File: config.mk
export PLATFORM = sky130hd
export DESIGN_NAME = tbd_cell
export DESIGN_NICKNAME = d
export VERILOG_FILES = /design/src/rtl/tbd_pkg.sv /design/src/rtl/tbd_cell.sv
export SDC_FILE = /design/constraint.sdc
export NUM_CORES = 1
export LEC_CHECK = 0
export BUFFER_PORTS_ARGS = -buffer_cell sky130_fd_sc_hd__buf_2
export CAP_MARGIN = 40
export CORE_UTILIZATION = 56
export CTS_BUF_LIST = sky130_fd_sc_hd__clkbuf_4
export DETAILED_ROUTE_END_ITERATION = 7
export GPL_TIMING_DRIVEN = 0
export PLACE_DENSITY = 0.85
export REMOVE_ABC_BUFFERS = 1
export SYNTH_ARGS = -nofsm -noshare
export SYNTH_HDL_FRONTEND = slang
export SYNTH_SLANG_ARGS = --single-unit
export TNS_END_PERCENT = 10
File: constraint.sdc
create_clock -name clk -period 3.4 [get_ports clk]
set_clock_uncertainty 0.2 [all_clocks]
set_input_delay 0.34 -clock clk [delete_from_list [all_inputs] [get_ports clk]]
set_output_delay 0.34 -clock clk [all_outputs]
set_load 0.01 [all_outputs]
File: src/rtl/tbd_pkg.sv
// Shared types, constants and the round mixing function for the TEA decryption pipeline.
// No dependencies.
package tbd_pkg;

    localparam int unsigned WORD_W = 32;
    localparam logic [WORD_W-1:0] TEA_DELTA = 32'h9E37_79B9;

    // Key register indices on the configuration port
    localparam int unsigned CFG_INDEX_W = 2;
    typedef enum logic [CFG_INDEX_W-1:0] {
        KEY_WORD0 = 2'd0,
        KEY_WORD1 = 2'd1,
        KEY_WORD2 = 2'd2,
        KEY_WORD3 = 2'd3
    } tbd_cfg_index_t;

    typedef logic [WORD_W-1:0] tbd_word_t;

    typedef struct packed {
        tbd_word_t left;
        tbd_word_t right;
    } tbd_block_t;

    typedef struct packed {
        tbd_word_t k0;
        tbd_word_t k1;
        tbd_word_t k2;
        tbd_word_t k3;
    } tbd_key_t;

    // ((x << 4) + ka) ^ (x + sum) ^ ((x >> 5) + kb), all mod 2^32
    function automatic tbd_word_t tbd_mix(tbd_word_t x, tbd_word_t sum,
                                          tbd_word_t ka, tbd_word_t kb);
        tbd_word_t a;
        tbd_word_t b;
        tbd_word_t c;
        a = (x << 4) + ka;
        b = x + sum;
        c = (x >> 5) + kb;
        return a ^ b ^ c;
    endfunction

endpackage

File: src/rtl/tbd_cell.sv
// One half-round of TEA decryption as a registered pipeline cell with local flow control.
// Depends on tbd_pkg.
module tbd_cell #(
    parameter bit UPDATE_LEFT = 1'b0
) (
    input  logic               clk,
    input  logic               rst_n,
    input  logic               up_valid,
    output logic               up_ready,
    input  tbd_pkg::tbd_block_t up_data,
    input  tbd_pkg::tbd_word_t  sum,
    input  tbd_pkg::tbd_word_t  key_a,
    input  tbd_pkg::tbd_word_t  key_b,
    output logic               down_valid,
    input  logic               down_ready,
    output tbd_pkg::tbd_block_t down_data
);
    import tbd_pkg::*;

    logic       valid_reg;
    tbd_block_t data_reg;
    tbd_block_t data_next;

    // cell takes a new request when empty or when its content moves on
    assign up_ready = !valid_reg || down_ready;

    always_comb
    begin
        data_next = up_data;
        if (UPDATE_LEFT)
        begin
            data_next.left = up_data.left - tbd_mix(up_data.right, sum, key_a, key_b);
        end
        else
        begin
            data_next.right = up_data.right - tbd_mix(up_data.left, sum, key_a, key_b);
        end
    end

    always_ff @(posedge clk or negedge rst_n)
    begin
        if (!rst_n)
        begin
            valid_reg <= 1'b0;
        end
        else if (up_ready)
        begin
            valid_reg <= up_valid;
        end
    end

    always_ff @(posedge clk)
    begin
        if (up_ready && up_valid)
        begin
            data_reg <= data_next;
        end
    end

    assign down_valid = valid_reg;
    assign down_data  = data_reg;

endmodule

==> results.json <==
{
  "setup_ws_ns": -1.08,
  "grt-ovfl-total": 0,
  "grt_pass1_vias": 8102,
  "coreArea_um2": 14600,
  "maxSlewHeadroom_pct": 41.9,
  "power_leakage_nw": 4.84,
  "yosys.area.top_type": "edfxtp_1",
  "setup_viol": 20,
  "port_buffers": 229,
  "fin_nets": 1511,
  "drc": 0,
  "sequentialPowerShare_pct": 20.0,
  "multi_input_area_um2": 6770,
  "dieArea_um2": 15500,
  "die_width_um": 124,
  "synth-seq-cells": 65,
  "max_freq_mhz": 223,
  "regArea_um2": 1950,
  "htree_levels": 3,
  "drt-initial-drc-count": 855,
  "antenna_found_initial": 4,
  "switching_share_pct": 44.7,
  "crit_path_end_kind": "register",
  "fillCellCount": 1052,
  "grt_first_pass_wirelength_mm": 39.9,
  "cp.required_ns": 3.42,
  "critPathMaxFanout": 3,
  "worstMarginPinSlew_ns": 0.871,
  "dr.pass1.iters": 5,
  "setup_tns_ns": -11.63,
  "cellPowerDensity_nw_per_um2": 600,
  "avgViaCountPerCell": 6.15,
  "netlist_area_um2": 8380,
  "syn_inst": 945,
  "worstSetupStartpointType": "primary input",
  "grt_max_degree": 65,
  "routed_wl_mm": 26.2,
  "period_share_pct": 132,
  "path_class": "primary input to register",
  "hold_slack_ns": 0.0931,
  "cts_tree": "done",
  "synth_top_area_share_pct": 22.9,
  "gp_congestion": 0.970,
  "routedWlPerCell_um": 18.5,
  "synth_seq_area_share_pct": 23.2,
  "status": "finished, violations left",
  "yosysWarnings": 0,
  "num_rows": 44,
  "p_int_mw": 3.60,
  "violations": "setup timing",
  "hp-class": "primary input to register",
  "clkSlewWorstSetupHoldPaths_ns": 0.12,
  "irDropWorstVdd_mv": 0.286,
  "placed_cells": 1348,
  "vias": 8736,
  "cts_buffers": 9,
  "synth_area_leaders": "edfxtp_1 23%, ha_1 17%, xnor2_1 14%",
  "synthDistinctLibCells": 66,
  "power_frac_clock_pct": 8.6,
  "clock-sinks": 65,
  "drive_gt1_share_pct": 28.7,
  "chipHeight_um": 124,
  "crit_arrival_ns": 4.51,
  "start_util_pct": 57.5,
  "final_cells": 1420,
  "rsz0062_at_grt": "yes",
  "power_frac_comb_pct": 71.4,
  "synth_edf_count": 64,
  "maxSlewViolCount": 0,
  "synthArstFlopShare_pct": 1.54,
  "hpwl_mm": 19.8,
  "hold_violations": 0,
  "track_usage_pct": 32.5,
  "maxCapViolations": 0,
  "postSynthAreaPerCell_um2": 8.87,
  "cts_max_path_buffers": 2,
  "root_buffer": "clkbuf_4",
  "pin_count": 230,
  "synthToLayoutAreaGrowth_pct": 29.5,
  "clk_latency_ns": 0.44,
  "period_needed_ns": 4.48,
  "p_total_mw": 6.51,
  "synthFlopType": "edfxtp_1",
  "switchingPower_mw": 2.91,
  "ant_nets": 0
}
## stage by stage
step	area [um2]	setup WS [ns]	utilization, %
floorplan	8340	-1.17	-
global placement	9720	-2.19	66.6
detailed placement	9720	-2.22	66.6
CTS	10600	-0.949	72.7
global route	10900	-1.13	74.4
finish	10900	-1.08	74.4
## metal layers
metal / share of wire (%) / GRT usage (%) / up-vias
met5: 0 / 0 / -
li1: - / - / 4089
met1: 42 / 43.3 / 4066
met4: 4.1 / 13.7 / 0
met2: 45 / 51.2 / 495
met3: 9.2 / 6.36 / 86
## repair_timing
item	4_1_cts	5_1_grt
endpoints found under the setup margin	21	23
endpoints found under the hold margin	34	0
setup buffers	12	4
resized for setup	66	49
hold buffers	36	0
pin swaps	41	27
## state kept, by name (all words and copies together) (netlist names)
signal / count
down_valid: 1
down_data: 64
## cells in the final DEF (no fill, tap or decap), types with 29 or more instances in the layout
cell type        n
a21o_1          49
a21oi_1         82
buf_2          227
dlygate4sd3_1   36
edfxtp_1        64
ha_1           100
inv_1           29
nand2_1         71
nor2_1          61
o21ai_0         33
xnor2_1        129
xor2_1          32
## power by group through the flow
stage | registers, mW | logic [mW] | clock network (mW)
6_report | 1.30 | 4.65 | 0.563
5_1_grt | 1.32 | 4.99 | 0.597
4_1_cts | 1.31 | 4.36 | 0.563
3_5_place_dp | 1.32 | 3.99 | 0
3_3_place_gp | 1.32 | 3.90 | 0
2_1_floorplan | 1.45 | 2.90 | 0
## area by class of cell
cell class / count / area share [%]
Sequential cell: 65 / 17.9
Tap cell: 184 / 2.12
Multi-Input combinational cell: 839 / 62.4
Timing Repair Buffer: 281 / 15.1
Clock buffer: 10 / 0.692
Clock inverter: 6 / 0.542
Antenna cell: 4 / 0.0922
Inverter: 31 / 1.07
## logic make-up (layout without fill, tap and decap cells)
family | count (synthesis) | in the layout | synth area share [%]
AO/OA/AOI/OAI | 312 | 312 | 24.7
XOR/XNOR | 175 | 175 | 18.8
adder cells (fa/ha/maj) | 120 | 120 | 18.3
buffers and inverters | 41 | 328 | 1.87
flip-flops | 65 | 65 | 23.2
other | 0 | 4 | 0
AND/OR/NAND/NOR | 232 | 232 | 13.2
## worst max-delay path: stages
cell,delay (ns)
buf_8,0.10
ha_4,0.15
inv_2,0.05
fa_2,0.21
nor2b_2,0.05
o31a_1,0.29
o2111ai_2,0.29
a31oi_4,0.16
a221oi_4,0.30
xnor2_1,0.17
xnor2_1,0.13
xnor2_2,0.29
ha_4,0.26
a21o_1,0.15
a21o_1,0.18
a211oi_2,0.22
o211a_1,0.28
nor4b_4,0.07
o21bai_1,0.23
a211oi_1,0.11
o32ai_1,0.37
xnor2_1,0.10
## synthesized netlist by cell type (4+ instances only)
cell type  count
o31a_1         5
a211oi_1       9
xor2_1        34
o31ai_1        7
nand2_1       71
a21oi_1       96
a211o_1        4
and3_1        11
nor2b_1       10
xnor2_1      138
nor3_1        15
and2_1         7
a21o_1        49
a31oi_1        8
nand3_1       19
o211ai_1       5
o21bai_1      15
nor2_1        61
ha_1         116
nand2b_1      13
nand4_1        6
clkbuf_1       8
fa_1           4
inv_1         31
edfxtp_1      64
or3_1          5
o21a_1        22
o21ai_0       51
a41oi_1        6
## final timing paths
path,to,from,depth (start not counted),slack [ns]
max,down_data[31]$_DFFE_PP_,up_data[32],22,-1.08
min,down_data[1]$_DFFE_PP_,up_data[1],2,0.09
max reg2reg,down_data[30]$_DFFE_PP_,down_valid$_DFFE_PN0N_,2,1.58
min reg2reg,down_valid$_DFFE_PN0N_,down_valid$_DFFE_PN0N_,3,0.89
max in group asynchronous,down_valid$_DFFE_PN0N_,rst_n,3,2.39
min in group asynchronous,down_valid$_DFFE_PN0N_,rst_n,3,0.51
No activity file was read; power rests on OpenSTA's default activity.
